`src/design/art_pkg.sv`:
```
package art_pkg;

   // Table geometry.
   localparam int NUM_SLOTS  = 16;
   localparam int IDX_W      = (NUM_SLOTS > 1) ? $clog2(NUM_SLOTS) : 1;
   localparam int CNT_W      = $clog2(NUM_SLOTS + 1);

   // Field widths and fixed constants.
   localparam int SRC_W        = 3;
   localparam int DATA_W       = 32;
   localparam int SLOT_OUT_W   = 4;
   localparam int SOURCE_SHIFT = 24;
   localparam logic [DATA_W-1:0] WINDOW_RESET = 32'd60000;

   // One table entry as stored in the slot memory.
   typedef struct packed {
      logic [SRC_W-1:0]  source;
      logic [DATA_W-1:0] key;
      logic [DATA_W-1:0] stamp;
      logic [DATA_W-1:0] count;
   } slot_entry_type;

   localparam int ENTRY_W = $bits(slot_entry_type);

   // Sequencer states.
   typedef enum logic [1:0] {
      ST_IDLE,
      ST_SCAN,
      ST_UPDATE
   } state_type;

   // Control from the sequencer to the datapath.
   typedef struct packed {
      logic             load;
      logic             cmp_vld;
      logic             cmp_valid;
      logic             update;
      logic             upd_hit;
      logic [IDX_W-1:0] upd_slot;
      logic             upd_evict;
   } seq_ctl_type;

   // Status from the datapath to the sequencer.
   typedef struct packed {
      logic match;
      logic out_busy;
   } dp_stat_type;

endpackage

```
`src/design/art_if.sv`:
```
// Request channel: one alert event per transfer.
interface art_req_if import art_pkg::*; ();
   logic              valid;
   logic              ready;
   logic [SRC_W-1:0]  src_num;
   logic [DATA_W-1:0] text_hash;
   logic [DATA_W-1:0] now_ms;

   modport source (output valid, output src_num, output text_hash, output now_ms,
                   input ready);
   modport sink   (input valid, input src_num, input text_hash, input now_ms,
                   output ready);
endinterface

// Response channel: one verdict per event.
interface art_rsp_if import art_pkg::*; ();
   logic                  valid;
   logic                  ready;
   logic                  emit;
   logic [DATA_W-1:0]     dropped_count;
   logic [SLOT_OUT_W-1:0] slot_used;
   logic                  evicted;

   modport source (output valid, output emit, output dropped_count, output slot_used,
                   output evicted, input ready);
   modport sink   (input valid, input emit, input dropped_count, input slot_used,
                   input evicted, output ready);
endinterface

```
`src/design/art_ram.sv`:
```
module art_ram #(
   parameter int WIDTH = 8,
   parameter int DEPTH = 16
) (
   input  logic                                     clock,
   input  logic                                     wr_en,
   input  logic [((DEPTH > 1) ? $clog2(DEPTH) : 1)-1:0] wr_addr,
   input  logic [WIDTH-1:0]                         wr_data,
   input  logic                                     rd_en,
   input  logic [((DEPTH > 1) ? $clog2(DEPTH) : 1)-1:0] rd_addr,
   output logic [WIDTH-1:0]                         rd_data
);

   logic [WIDTH-1:0] mem_ff [DEPTH];
   logic [WIDTH-1:0] rd_data_ff;

   // Single write port, single registered read port.
   always_ff @(posedge clock) begin
      if (wr_en) begin
         mem_ff[wr_addr] <= wr_data;
      end
      if (rd_en) begin
         rd_data_ff <= mem_ff[rd_addr];
      end
   end

   assign rd_data = rd_data_ff;

endmodule

```
`src/design/art_seq.sv`:
```
module art_seq import art_pkg::*; (
   input  logic              clock,
   input  logic              reset,
   input  logic              req_valid,
   output logic              req_ready,
   input  dp_stat_type       stat,
   output seq_ctl_type       ctl,
   output logic              rd_en,
   output logic [IDX_W-1:0]  rd_addr
);

   state_type        state_ff, state_in;
   logic [CNT_W-1:0] scan_ff, scan_in;
   logic             cmp_vld_ff, cmp_vld_in;
   logic [IDX_W-1:0] cmp_idx_ff, cmp_idx_in;
   logic             hit_ff, hit_in;
   logic [IDX_W-1:0] hit_idx_ff, hit_idx_in;
   logic             free_found_ff, free_found_in;
   logic [IDX_W-1:0] free_idx_ff, free_idx_in;
   logic [NUM_SLOTS-1:0] valid_ff, valid_in;

   logic             cmp_active;
   logic             cur_valid;
   logic             hit_now;
   logic             last_cmp;
   logic             upd_fire;
   logic [IDX_W-1:0] upd_slot;

   // Compare stage: the entry read in the previous cycle is checked now.
   assign cmp_active = (state_ff == ST_SCAN) && cmp_vld_ff;
   assign cur_valid  = valid_ff[cmp_idx_ff];
   assign hit_now    = cmp_active && cur_valid && stat.match;
   assign last_cmp   = cmp_idx_ff == IDX_W'(NUM_SLOTS - 1);
   assign upd_fire   = (state_ff == ST_UPDATE) && !stat.out_busy;

   // Slot written by the update: the hit, else the lowest free slot, else slot 0.
   always_comb begin
      priority if (hit_ff) begin
         upd_slot = hit_idx_ff;
      end else if (free_found_ff) begin
         upd_slot = free_idx_ff;
      end else begin
         upd_slot = '0;
      end
   end

   // Next state.
   always_comb begin
      state_in = state_ff;
      unique case (state_ff)
         ST_IDLE: begin
            if (req_valid) state_in = ST_SCAN;
         end
         ST_SCAN: begin
            if (cmp_active && (hit_now || last_cmp)) state_in = ST_UPDATE;
         end
         ST_UPDATE: begin
            if (!stat.out_busy) state_in = ST_IDLE;
         end
         default: begin
            state_in = ST_IDLE;
         end
      endcase
   end

   // Outputs of the sequencer.
   always_comb begin
      req_ready     = state_ff == ST_IDLE;
      rd_en         = (state_ff == ST_SCAN) && (scan_ff < CNT_W'(NUM_SLOTS));
      rd_addr       = scan_ff[IDX_W-1:0];
      ctl.load      = (state_ff == ST_IDLE) && req_valid;
      ctl.cmp_vld   = cmp_active;
      ctl.cmp_valid = cur_valid;
      ctl.update    = upd_fire;
      ctl.upd_hit   = hit_ff;
      ctl.upd_slot  = upd_slot;
      ctl.upd_evict = !hit_ff && !free_found_ff;
   end

   // Scan counters, hit and free tracking, valid bits.
   always_comb begin
      scan_in       = scan_ff;
      cmp_vld_in    = 1'b0;
      cmp_idx_in    = cmp_idx_ff;
      hit_in        = hit_ff;
      hit_idx_in    = hit_idx_ff;
      free_found_in = free_found_ff;
      free_idx_in   = free_idx_ff;
      valid_in      = valid_ff;
      if (ctl.load) begin
         scan_in       = '0;
         hit_in        = 1'b0;
         free_found_in = 1'b0;
      end
      if (rd_en) begin
         scan_in    = scan_ff + CNT_W'(1);
         cmp_vld_in = 1'b1;
         cmp_idx_in = rd_addr;
      end
      if (hit_now) begin
         hit_in     = 1'b1;
         hit_idx_in = cmp_idx_ff;
      end else if (cmp_active && !cur_valid && !free_found_ff) begin
         free_found_in = 1'b1;
         free_idx_in   = cmp_idx_ff;
      end
      if (upd_fire && !hit_ff) begin
         valid_in[upd_slot] = 1'b1;
      end
   end

   always_ff @(posedge clock) begin
      if (reset) begin
         state_ff   <= ST_IDLE;
         cmp_vld_ff <= 1'b0;
         valid_ff   <= '0;
      end else begin
         state_ff   <= state_in;
         cmp_vld_ff <= cmp_vld_in;
         valid_ff   <= valid_in;
      end
   end

   always_ff @(posedge clock) begin
      scan_ff       <= scan_in;
      cmp_idx_ff    <= cmp_idx_in;
      hit_ff        <= hit_in;
      hit_idx_ff    <= hit_idx_in;
      free_found_ff <= free_found_in;
      free_idx_ff   <= free_idx_in;
   end

endmodule

```
`src/design/art_datapath.sv`:
```
module art_datapath import art_pkg::*; (
   input  logic              clock,
   input  logic              reset,
   input  logic              csr_wr_en,
   input  logic [DATA_W-1:0] csr_wr_data,
   input  logic [SRC_W-1:0]  req_src_num,
   input  logic [DATA_W-1:0] req_text_hash,
   input  logic [DATA_W-1:0] req_now_ms,
   input  seq_ctl_type       ctl,
   output dp_stat_type       stat,
   input  slot_entry_type    rd_entry,
   output slot_entry_type    wr_entry,
   art_rsp_if.source         rsp
);

   logic [DATA_W-1:0]     window_ff, window_in;
   logic [SRC_W-1:0]      src_ff, src_in;
   logic [DATA_W-1:0]     key_ff, key_in;
   logic [DATA_W-1:0]     now_ff, now_in;
   logic [DATA_W-1:0]     hit_stamp_ff, hit_stamp_in;
   logic [DATA_W-1:0]     hit_count_ff, hit_count_in;
   logic                  rsp_valid_ff, rsp_valid_in;
   logic                  emit_ff, emit_in;
   logic [DATA_W-1:0]     dropped_ff, dropped_in;
   logic [SLOT_OUT_W-1:0] slot_ff, slot_in;
   logic                  evicted_ff, evicted_in;

   logic [DATA_W-1:0]     age;
   logic                  in_window;
   logic [DATA_W-1:0]     count_inc;

   // Compare unit: source and key of the entry under scan.
   assign stat.match    = (rd_entry.source == src_ff) && (rd_entry.key == key_ff);
   assign stat.out_busy = rsp_valid_ff && !rsp.ready;

   // Age against the window, with wrapping time, and the repeat count.
   assign age       = now_ff - hit_stamp_ff;
   assign in_window = age < window_ff;
   assign count_inc = hit_count_ff + DATA_W'(1);

   // Entry written back and the verdict of the event.
   always_comb begin
      wr_entry.source = src_ff;
      wr_entry.key    = key_ff;
      wr_entry.stamp  = now_ff;
      wr_entry.count  = '0;
      emit_in         = 1'b1;
      dropped_in      = '0;
      if (ctl.upd_hit) begin
         if (in_window) begin
            wr_entry.stamp = hit_stamp_ff;
            wr_entry.count = count_inc;
            emit_in        = 1'b0;
            dropped_in     = count_inc;
         end else begin
            dropped_in     = hit_count_ff;
         end
      end
      slot_in    = SLOT_OUT_W'(ctl.upd_slot);
      evicted_in = ctl.upd_evict;
   end

   // Captured request, hit entry and window register.
   always_comb begin
      window_in    = csr_wr_en ? csr_wr_data : window_ff;
      src_in       = ctl.load ? req_src_num : src_ff;
      key_in       = ctl.load ? (req_text_hash ^ (DATA_W'(req_src_num) << SOURCE_SHIFT))
                              : key_ff;
      now_in       = ctl.load ? req_now_ms : now_ff;
      hit_stamp_in = hit_stamp_ff;
      hit_count_in = hit_count_ff;
      if (ctl.cmp_vld && ctl.cmp_valid && stat.match) begin
         hit_stamp_in = rd_entry.stamp;
         hit_count_in = rd_entry.count;
      end
   end

   // The response register holds until its transfer.
   always_comb begin
      rsp_valid_in = rsp_valid_ff;
      if (ctl.update) begin
         rsp_valid_in = 1'b1;
      end else if (rsp.ready) begin
         rsp_valid_in = 1'b0;
      end
   end

   always_ff @(posedge clock) begin
      if (reset) begin
         window_ff    <= WINDOW_RESET;
         rsp_valid_ff <= 1'b0;
      end else begin
         window_ff    <= window_in;
         rsp_valid_ff <= rsp_valid_in;
      end
   end

   always_ff @(posedge clock) begin
      src_ff       <= src_in;
      key_ff       <= key_in;
      now_ff       <= now_in;
      hit_stamp_ff <= hit_stamp_in;
      hit_count_ff <= hit_count_in;
      if (ctl.update) begin
         emit_ff    <= emit_in;
         dropped_ff <= dropped_in;
         slot_ff    <= slot_in;
         evicted_ff <= evicted_in;
      end
   end

   assign rsp.valid         = rsp_valid_ff;
   assign rsp.emit          = emit_ff;
   assign rsp.dropped_count = dropped_ff;
   assign rsp.slot_used     = slot_ff;
   assign rsp.evicted       = evicted_ff;

endmodule

```
`src/design/alert_repeat_throttle.sv`:
```
// Channel  Dir  Fields
// req      in   src_num[2:0], text_hash[31:0], now_ms[31:0]
// rsp      out  emit, dropped_count[31:0], slot_used[3:0], evicted
// csr      in   wr_en, wr_data[31:0] (window_ms)
//
// Each event is accepted, then the slots are read in turn through the single read port
// of the slot memory and checked by the shared compare unit after the registered read,
// and the chosen slot is updated; a hit ends the scan early.
// Reset is synchronous, clears the valid bits and the handshakes, and loads WINDOW_RESET into the window.
// The next event is accepted while a verdict waits; the update stalls only when
// the previous verdict has still not been taken.
module alert_repeat_throttle import art_pkg::*; (
   input  logic              clock,
   input  logic              reset,
   input  logic              csr_wr_en,
   input  logic [DATA_W-1:0] csr_wr_data,
   art_req_if.sink           req,
   art_rsp_if.source         rsp
);

   seq_ctl_type      ctl;
   dp_stat_type      stat;
   logic             rd_en;
   logic [IDX_W-1:0] rd_addr;
   slot_entry_type   rd_entry;
   slot_entry_type   wr_entry;
   logic [ENTRY_W-1:0] rd_word;

   // Sequencer over the table scan.
   art_seq u_seq (
      .clock     (clock),
      .reset     (reset),
      .req_valid (req.valid),
      .req_ready (req.ready),
      .stat      (stat),
      .ctl       (ctl),
      .rd_en     (rd_en),
      .rd_addr   (rd_addr)
   );

   // Slot table storage.
   art_ram #(
      .WIDTH (ENTRY_W),
      .DEPTH (NUM_SLOTS)
   ) u_slot_ram (
      .clock   (clock),
      .wr_en   (ctl.update),
      .wr_addr (ctl.upd_slot),
      .wr_data (wr_entry),
      .rd_en   (rd_en),
      .rd_addr (rd_addr),
      .rd_data (rd_word)
   );

   assign rd_entry = rd_word;

   // Compare, age and count logic with the response register.
   art_datapath u_datapath (
      .clock         (clock),
      .reset         (reset),
      .csr_wr_en     (csr_wr_en),
      .csr_wr_data   (csr_wr_data),
      .req_src_num   (req.src_num),
      .req_text_hash (req.text_hash),
      .req_now_ms    (req.now_ms),
      .ctl           (ctl),
      .stat          (stat),
      .rd_entry      (rd_entry),
      .wr_entry      (wr_entry),
      .rsp           (rsp)
   );

`ifndef SYNTHESIS
   // The table is only written while no new event can be taken.
   assert property (@(posedge clock) disable iff (reset) ctl.update |-> !req.ready)
      else $error("slot write while request port is ready");

   // A transfer on the request side starts a scan, so the port closes next cycle.
   assert property (@(posedge clock) disable iff (reset)
      (req.valid && req.ready) |=> !req.ready)
      else $error("request port still ready after a transfer");

   // Every update presents a verdict in the next cycle.
   assert property (@(posedge clock) disable iff (reset) ctl.update |=> rsp.valid)
      else $error("update without a following response");

   // A suppressed event always comes from a hit, which never evicts.
   assert property (@(posedge clock) disable iff (reset)
      (rsp.valid && !rsp.emit) |-> !rsp.evicted)
      else $error("suppressed event reported as an eviction");
`endif

endmodule
```
`src/flat_wrapper.sv`:
```
// flat-port wrapper written by rule: the top's interface ports become plain ports
module alert_repeat_throttle_flat import art_pkg::*;
  (clock, reset, csr_wr_en, csr_wr_data, req_valid, req_src_num, req_text_hash, req_now_ms, req_ready, rsp_valid, rsp_emit, rsp_dropped_count, rsp_slot_used, rsp_evicted, rsp_ready);
  art_req_if req_i ();
  art_rsp_if rsp_i ();
  input  logic clock;
  input  logic reset;
  input  logic csr_wr_en;
  input  logic [DATA_W-1:0] csr_wr_data;
  input wire logic [$bits(req_i.valid)-1:0] req_valid;
  input wire logic [$bits(req_i.src_num)-1:0] req_src_num;
  input wire logic [$bits(req_i.text_hash)-1:0] req_text_hash;
  input wire logic [$bits(req_i.now_ms)-1:0] req_now_ms;
  output wire logic [$bits(req_i.ready)-1:0] req_ready;
  output wire logic [$bits(rsp_i.valid)-1:0] rsp_valid;
  output wire logic [$bits(rsp_i.emit)-1:0] rsp_emit;
  output wire logic [$bits(rsp_i.dropped_count)-1:0] rsp_dropped_count;
  output wire logic [$bits(rsp_i.slot_used)-1:0] rsp_slot_used;
  output wire logic [$bits(rsp_i.evicted)-1:0] rsp_evicted;
  input wire logic [$bits(rsp_i.ready)-1:0] rsp_ready;
  assign req_i.valid = req_valid;
  assign req_i.src_num = req_src_num;
  assign req_i.text_hash = req_text_hash;
  assign req_i.now_ms = req_now_ms;
  assign req_ready = req_i.ready;
  assign rsp_valid = rsp_i.valid;
  assign rsp_emit = rsp_i.emit;
  assign rsp_dropped_count = rsp_i.dropped_count;
  assign rsp_slot_used = rsp_i.slot_used;
  assign rsp_evicted = rsp_i.evicted;
  assign rsp_i.ready = rsp_ready;
  alert_repeat_throttle u_core (.clock(clock), .reset(reset), .csr_wr_en(csr_wr_en), .csr_wr_data(csr_wr_data), .req(req_i), .rsp(rsp_i));
endmodule
```
`config.mk`:
```
export PLATFORM = sky130hd
export DESIGN_NAME = alert_repeat_throttle_flat
export DESIGN_NICKNAME = d
export VERILOG_FILES = /design/src/design/art_pkg.sv /design/src/design/art_if.sv /design/src/design/art_ram.sv /design/src/design/art_seq.sv /design/src/design/art_datapath.sv /design/src/design/alert_repeat_throttle.sv /design/src/flat_wrapper.sv
export SDC_FILE = /design/constraint.sdc
export NUM_CORES = 2
export LEC_CHECK = 0
export ABC_AREA = 1
export BUFFER_PORTS_ARGS = -buffer_cell sky130_fd_sc_hd__buf_2
export CAP_MARGIN = 20
export CORE_AREA = 4 4 437 439
export CTS_BUF_LIST = sky130_fd_sc_hd__clkbuf_4
export DETAILED_ROUTE_END_ITERATION = 10
export DIE_AREA = 0 0 441 443
export PLACE_DENSITY = 0.65
export RECOVER_POWER = 100
export SLEW_MARGIN = 20
export SYNTH_ARGS = -nofsm -noshare
export SYNTH_HDL_FRONTEND = slang
export SYNTH_HIERARCHICAL = 1
export SYNTH_SLANG_ARGS = --single-unit
```
`constraint.sdc`:
```
create_clock -name clock -period 6.3 [get_ports clock]
set_input_delay 0.63 -clock clock [delete_from_list [all_inputs] [get_ports clock]]
set_output_delay 0.63 -clock clock [all_outputs]
set_load 0.1 [all_outputs]
```
==> After elaboration in Yosys (flattened, before gate mapping) <==
Memories as Yosys holds them, arrays and structs flattened. A register that Yosys moved wholly into a read port is not among the register bits.
Cells that the tools add are included.
{ "op_classes": {"shifts": 0, "n_mul": 0, "n_mux": 24, "eq_ne": 8, "n_lt_le_gt_ge": 5, "reduce_logical": 25, "n_addsub": 3, "n_div": 0, "bitwise_logic": 3} }
{ "ops": {"columns": ["op", "count"], "rows": [
  ["$mux W64", 2],
  ["$add A32 B1 Y32 const B", 1],
  ["$eq A32 B32 Y1", 1],
  ["$lt A32 B32 Y1", 1],
  ["$mux W32", 1],
  ["$sub A32 B32 Y32", 1],
  ["$xor A32 B27 Y32", 1],
  ["$or A16 B16 Y16", 1],
  ["$logic_and A1 B1 Y1", 14],
  ["$mux W1", 11],
  ["$lt A4 B5 Y1 const B", 2],
  ["$mux W5", 2],
  ["$mux W4", 2],
  ["$mux W2", 3],
  ["$pmux W2 S3", 1],
  ["$add A5 B1 Y5 const B", 1],
  ["$logic_not A1 Y1", 5],
  ["$lt A5 B5 Y1 const B", 1],
  ["$bmux W1 S4", 1],
  ["$demux W1 S4", 1],
  ["$eq A4 B4 Y1 const B", 1],
  ["$ge A4 B1 Y1 const B", 1],
  ["$ne A2 B2 Y1 const B", 2],
  ["$reduce_bool A2 Y1", 2],
  ["9 further kinds", 9]
]} }
{ "word_totals": {"inputBits": 104, "mem_count": 1, "latch_bits": 0, "mem_bits_rw": 1584, "out_inout_bits": 40, "mem_bits_ro": 0, "register_bits": 240, "wordCells": 89} }
{ "mem_list": {"columns": ["name", "depth", "width", "read_ports", "rd_ports_with_merged_regs", "wr", "line", "source"], "rows": [
  ["u_core.u_slot_ram.mem_ff", 16, 99, 1, 1, 1, "art_ram.sv:14", "logic [WIDTH-1:0] mem_ff [DEPTH];"]
]} }

==> Longest topological paths before layout <==
{ "depth": {"ltp_word": 8, "depth_mapped": 30, "ltp_nobuf": 28} }

==> Cells and area by module <==
The synthesis kept the hierarchy.
{ "modules_own_cells": {"columns": ["module", "area_per_inst_um2", "instances", "cells_each", "seq_area_each_um2"], "rows": [
  ["art_ram", 70641.5, 1, 6497, 50538.5],
  ["art_datapath", 11667.4, 1, 1368, 5735.5],
  ["art_seq", 1637.8, 1, 186, 930.9]
]} }

==> Worst setup path after synthesis <==
No wires, ideal clock.
{ "synth_path": {"path_type": "register to register", "from": "reg u_core.u_seq.state_ff[0]", "to": "reg u_core.u_seq.scan_ff[0] (enable)", "setup_time_ns": 0.337, "synth_period_minus_slack_ns": 6.330, "t_arrival_ns": 5.993, "required_ns": 5.963, "path_slack_ns": -0.030, "n_path_buf": 0, "stages_incl_launch_ff": 7, "path_cell_list": "dfxtp_1 -> inv_1 -> nor2_1 -> inv_1 -> nor2_1 -> inv_1 -> nand2_1"} }
{ "synth_between": {"elab_chain_cells": 3, "elab_cells_between_ends": 5, "classes_between": "eq/ne (1); reduce/logical (4)"} }
{ "synth_lines": {"columns": ["item", "line", "source"], "rows": [
  ["from (decl)", "art_seq.sv:12", "state_type state_ff, state_in;"],
  ["from (signal assigned)", "art_seq.sv:118", "state_ff <= state_in;"],
  ["$eq A2 B1 Y1", "art_seq.sv:69", "rd_en = (state_ff == ST_SCAN) && (scan_ff < CNT_W'(NUM_SLOTS));"],
  ["$logic_and A1 B1 Y1", "art_seq.sv:69", null],
  ["net u_core.rd_en", "alert_repeat_throttle.sv:23", "logic rd_en;"],
  ["$reduce_bool A2 Y1 (no line)", null, null],
  ["to (signal assigned)", "art_seq.sv:125", "scan_ff <= scan_in;"],
  ["to (decl)", "art_seq.sv:13", "logic [CNT_W-1:0] scan_ff, scan_in;"]
]} }
The timed path passes the listed nets, and every way through them passes these cells.
A chain may end at the register's enable or synchronous reset.

==> Final worst setup path <==
{ "layout_path": {"from": "reg u_core.u_seq.scan_ff[3]", "to": "reg u_core.u_slot_ram.rd_data_ff[49], in the netlist u_core/u_slot_ram/rd_data[49] (read register of u_core.u_slot_ram.mem_ff) (data pin)"} }
{ "layout_between": {"elab_chain_cells": 2} }
{ "layout_lines": {"columns": ["item", "line", "source"], "rows": [
  ["$lt A5 B5 Y1", "art_seq.sv:69", null],
  ["$logic_and A1 B1 Y1", "art_seq.sv:69", null],
  ["to (decl)", "art_ram.sv:15", "logic [WIDTH-1:0] rd_data_ff;"]
]} }
Several ways; a longest one is shown, not always the timed one.

==> results_dict.tcl <==
set metrics [dict create \
    run_status "finished, violations left" \
    violations "capacitance limit, slew limit" \
    place_ws_ns 1.13 \
    die_w_um 441 \
    slew_viol_final 1133 \
    clk_pin_slew_ns 0.07 \
    vias_per_cell 5.08 \
    io_pins 144 \
    die-height_um 443 \
    hold_viol 0 \
    syn_inst 8051 \
    grt_use_met3_pct 4.01 \
    die_area_sq_um 195000 \
    slew_headroom_pct -191 \
    nNetsFinal 8747 \
    ys_ff_latch 1923 \
    portBuffers 143 \
    dr.pass1.iters 6 \
    ys_seq_area_share_pct 68.1 \
    grt_first_pass_wirelength_um 330000 \
    top_usage_layer "met2" \
    tns_ns 0 \
    critPathKind "reg -> reg" \
    num_vias 58100 \
    grt_pass1_vias 56400 \
    tightest_slew_ns 4.37 \
    grt_setup_unrepaired "no" \
    drc 0 \
    drt_iter0_markers 5788 \
    cts_tree "built" \
    grt_use_met1_pct 29.5 \
    core_sq_um 187000 \
    synth_edf_count 1869 \
    wire_per_inst_um 19.1 \
    rows 159 \
    setup_viol 0 \
    p_per_area_nw_per_um2 290 \
    htreeDepth 5 \
    drive_above_1_share_pct 9.76 \
    cp-start-kind "flip-flop" \
    ys_warn_count 6 \
    synth.top_cell.area_share_pct 66.9 \
    p_leak_uw 0.0402 \
    crit_required_ns 7.36 \
    fmax_mhz 172 \
    path_max_fanout 53 \
    cts-root-buf "clkbuf_4" \
    layout_worst_path_cycle_share_pct 92.3 \
    grt_start_max_net_pins 221 \
    mappedNetlistArea_sq_um 83900 \
    peakVddDrop_v 0.000204 \
    critPathCaptureType "flip-flop" \
    synth_ff_type "edfxtp_1" \
    grt-ovfl-total 0 \
    synth_area_leaders "edfxtp_1 67%, nand2_1 11%, nand3_1 7.6%" \
    antenna_left 0 \
    p_total_uw 27400 \
    syn_area_per_cell_sq_um 10.4 \
    dp_hpwl_um 106000 \
    holdWs_ns 0.103 \
    critPathArrivalTime_ns 6.87 \
    numCtsBuffers 482 \
    synth_cell_types 42 \
    drv_cap 20 \
    setup_ws_ns 0.483 \
    synth_area_leader_cell "edfxtp_1" \
    finish.utilization_pct 50.4 \
    cts.sinks 1923 \
    clock_path_buffers 4 \
    clock_skew_ns 0.103 \
    fin_crit_ns 5.82 \
    totalWireLength_um 219000 \
    gp_congestion 0.892 \
    syn2layout_area_growth_pct 12.4 \
    use_met2_pct 36.0 \
    clock_latency_ns 1.37 \
    grt.total_usage_pct 22.0 \
    synthArstFlopShare_pct 0 \
    initial_core_util_pct 44.8 \
    syn_nets 8221 \
    hp-class "in -> reg" \
    antenna_found_initial 12 \
]
[cells in the final DEF (no fill, tap or decap), types with 12 or more instances in the layout]
master and count:
clkinv_2 20, ha_1 65, buf_4 26, nand2_1 2489
clkbuf_1 95, xor2_1 49, inv_1 1406, buf_12 20
edfxtp_1 1869, o21ai_0 55, nand4_1 68, clkbuf_4 696
nor3_1 25, buf_2 57, nor2_1 140, dfxtp_1 54
nor2_4 12, xnor2_1 19, clkinv_1 109, nand3_1 1271
dlygate4sd3_1 204, a21oi_1 99
[kinds of logic after synthesis]
group,count (synthesis),synth area share [%]
AOI/OAI and AO/OA,177,1.13
buffers and inverters,1789,8.76
DFF,1923,68.1
xor gates and xnor gates,68,0.709
adders and majority gates,66,0.993
and+or+nand+nor,4028,20.3
[state kept, by name, indices dropped and copies added (netlist names)]
| name | count |
|---|---|
| u_core/u_slot_ram/mem_ff | 1584 |
| u_core/u_slot_ram/rd_data | 99 |
| u_core/u_datapath/hit_count_ff | 32 |
| u_core/u_datapath/hit_stamp_ff | 32 |
| u_core/u_datapath/key_ff | 32 |
| u_core/u_datapath/now_ff | 32 |
| u_core/u_datapath/rsp.dropped_count | 32 |
| u_core/u_datapath/window_ff | 32 |
| u_core/u_seq/valid_ff | 16 |
| u_core/u_seq/scan_ff | 5 |
| u_core/u_datapath/rsp.slot_used | 4 |
| u_core/u_seq/cmp_idx_ff | 4 |
| u_core/u_seq/free_idx_ff | 4 |
| u_core/u_seq/hit_idx_ff | 4 |
| u_core/u_datapath/src_ff | 3 |
| u_core/u_seq/state_ff | 2 |
| u_core/u_datapath/rsp.emit | 1 |
| u_core/u_datapath/rsp.evicted | 1 |
| u_core/u_datapath/rsp.valid | 1 |
| u_core/u_seq/cmp_vld_ff | 1 |
| u_core/u_seq/free_found_ff | 1 |
| u_core/u_seq/hit_ff | 1 |
[cell usage after synthesis (5+ instances only)]
| master | instances |
|---|---|
| a21oi_1 | 99 |
| a31oi_1 | 5 |
| buf_1 | 30 |
| buf_2 | 231 |
| buf_4 | 71 |
| buf_6 | 10 |
| clkbuf_1 | 35 |
| dfxtp_1 | 54 |
| edfxtp_1 | 1869 |
| ha_1 | 65 |
| inv_1 | 1407 |
| nand2_1 | 2490 |
| nand3_1 | 1271 |
| nand4_1 | 68 |
| nor2_1 | 153 |
| nor3_1 | 20 |
| nor3_2 | 5 |
| o21a_1 | 5 |
| o21ai_0 | 55 |
| or2_2 | 5 |
| xnor2_1 | 19 |
| xor2_1 | 49 |
[metal layers]
metal	share of wire, %	vias up
met5	0.0059	-
met4	2.6	2
met3	8.4	393
met2	47	2472
met1	42	27600
li1	-	27600
[worst max-delay path: stages (launching register included)]
cell and delay, ns:
edfxtp_1 0.32, clkbuf_1 2.23, inv_6 1.02, clkbuf_2 1.26, nand3_1 0.45, nand2_1 0.17
[final timing paths]
| check | end | slack [ns] | from | depth (start not counted) |
|---|---|---|---|---|
| setup / recovery | u_core/u_slot_ram/rd_data[49]$_DFFE_PP_ | 0.48 | u_core/u_seq/scan_ff[3]$_SDFFCE_PN0P_ | 5 |
| hold / removal | u_core/u_datapath/window_ff[30]$_SDFFE_PP0P_ | 0.10 | csr_wr_en | 3 |
| setup reg to reg | u_core/u_slot_ram/rd_data[49]$_DFFE_PP_ | 0.48 | u_core/u_seq/scan_ff[3]$_SDFFCE_PN0P_ | 5 |
| hold reg to reg | u_core/u_datapath/hit_count_ff[24]$_DFFE_PP_ | 0.37 | u_core/u_slot_ram/rd_data[24]$_DFFE_PP_ | 0 |
[cell type report]
class	instances	area, sq um
clock inverter	135	641
sequential	1923	57200
fill	16600	92800
timing repair buffer	419	3390
clock buffer	693	5200
tap	2495	3120
inverter	1412	5360
multi-input combinational	4339	19500
antenna	11	27.5
[power by group]
part           internal [uW]  leakage, uW  switching, uW  total, uW
Clock                   5170      0.00350           4860      10000
Sequential             14200       0.0181            137      14400
Combinational            868       0.0186           2080       2950
Total                  20300       0.0402           7080      27400
[through the flow]
step	std cells	area [sq um]
final	11400	94400
after global routing	11400	94400
after CTS	11400	94700
after detailed placement	10400	86900
after global placement	10400	86900
after floorplan	8051	83900
[timing repair]
item | in CTS | in global routing
endpoints found under the hold margin | 140 | 0
gates resized for setup | 0 | 0
hold buffers | 204 | 0
setup buffers | 0 | 0
endpoints found under the setup margin | 0 | 0
(Power assumes the default switching activity.)
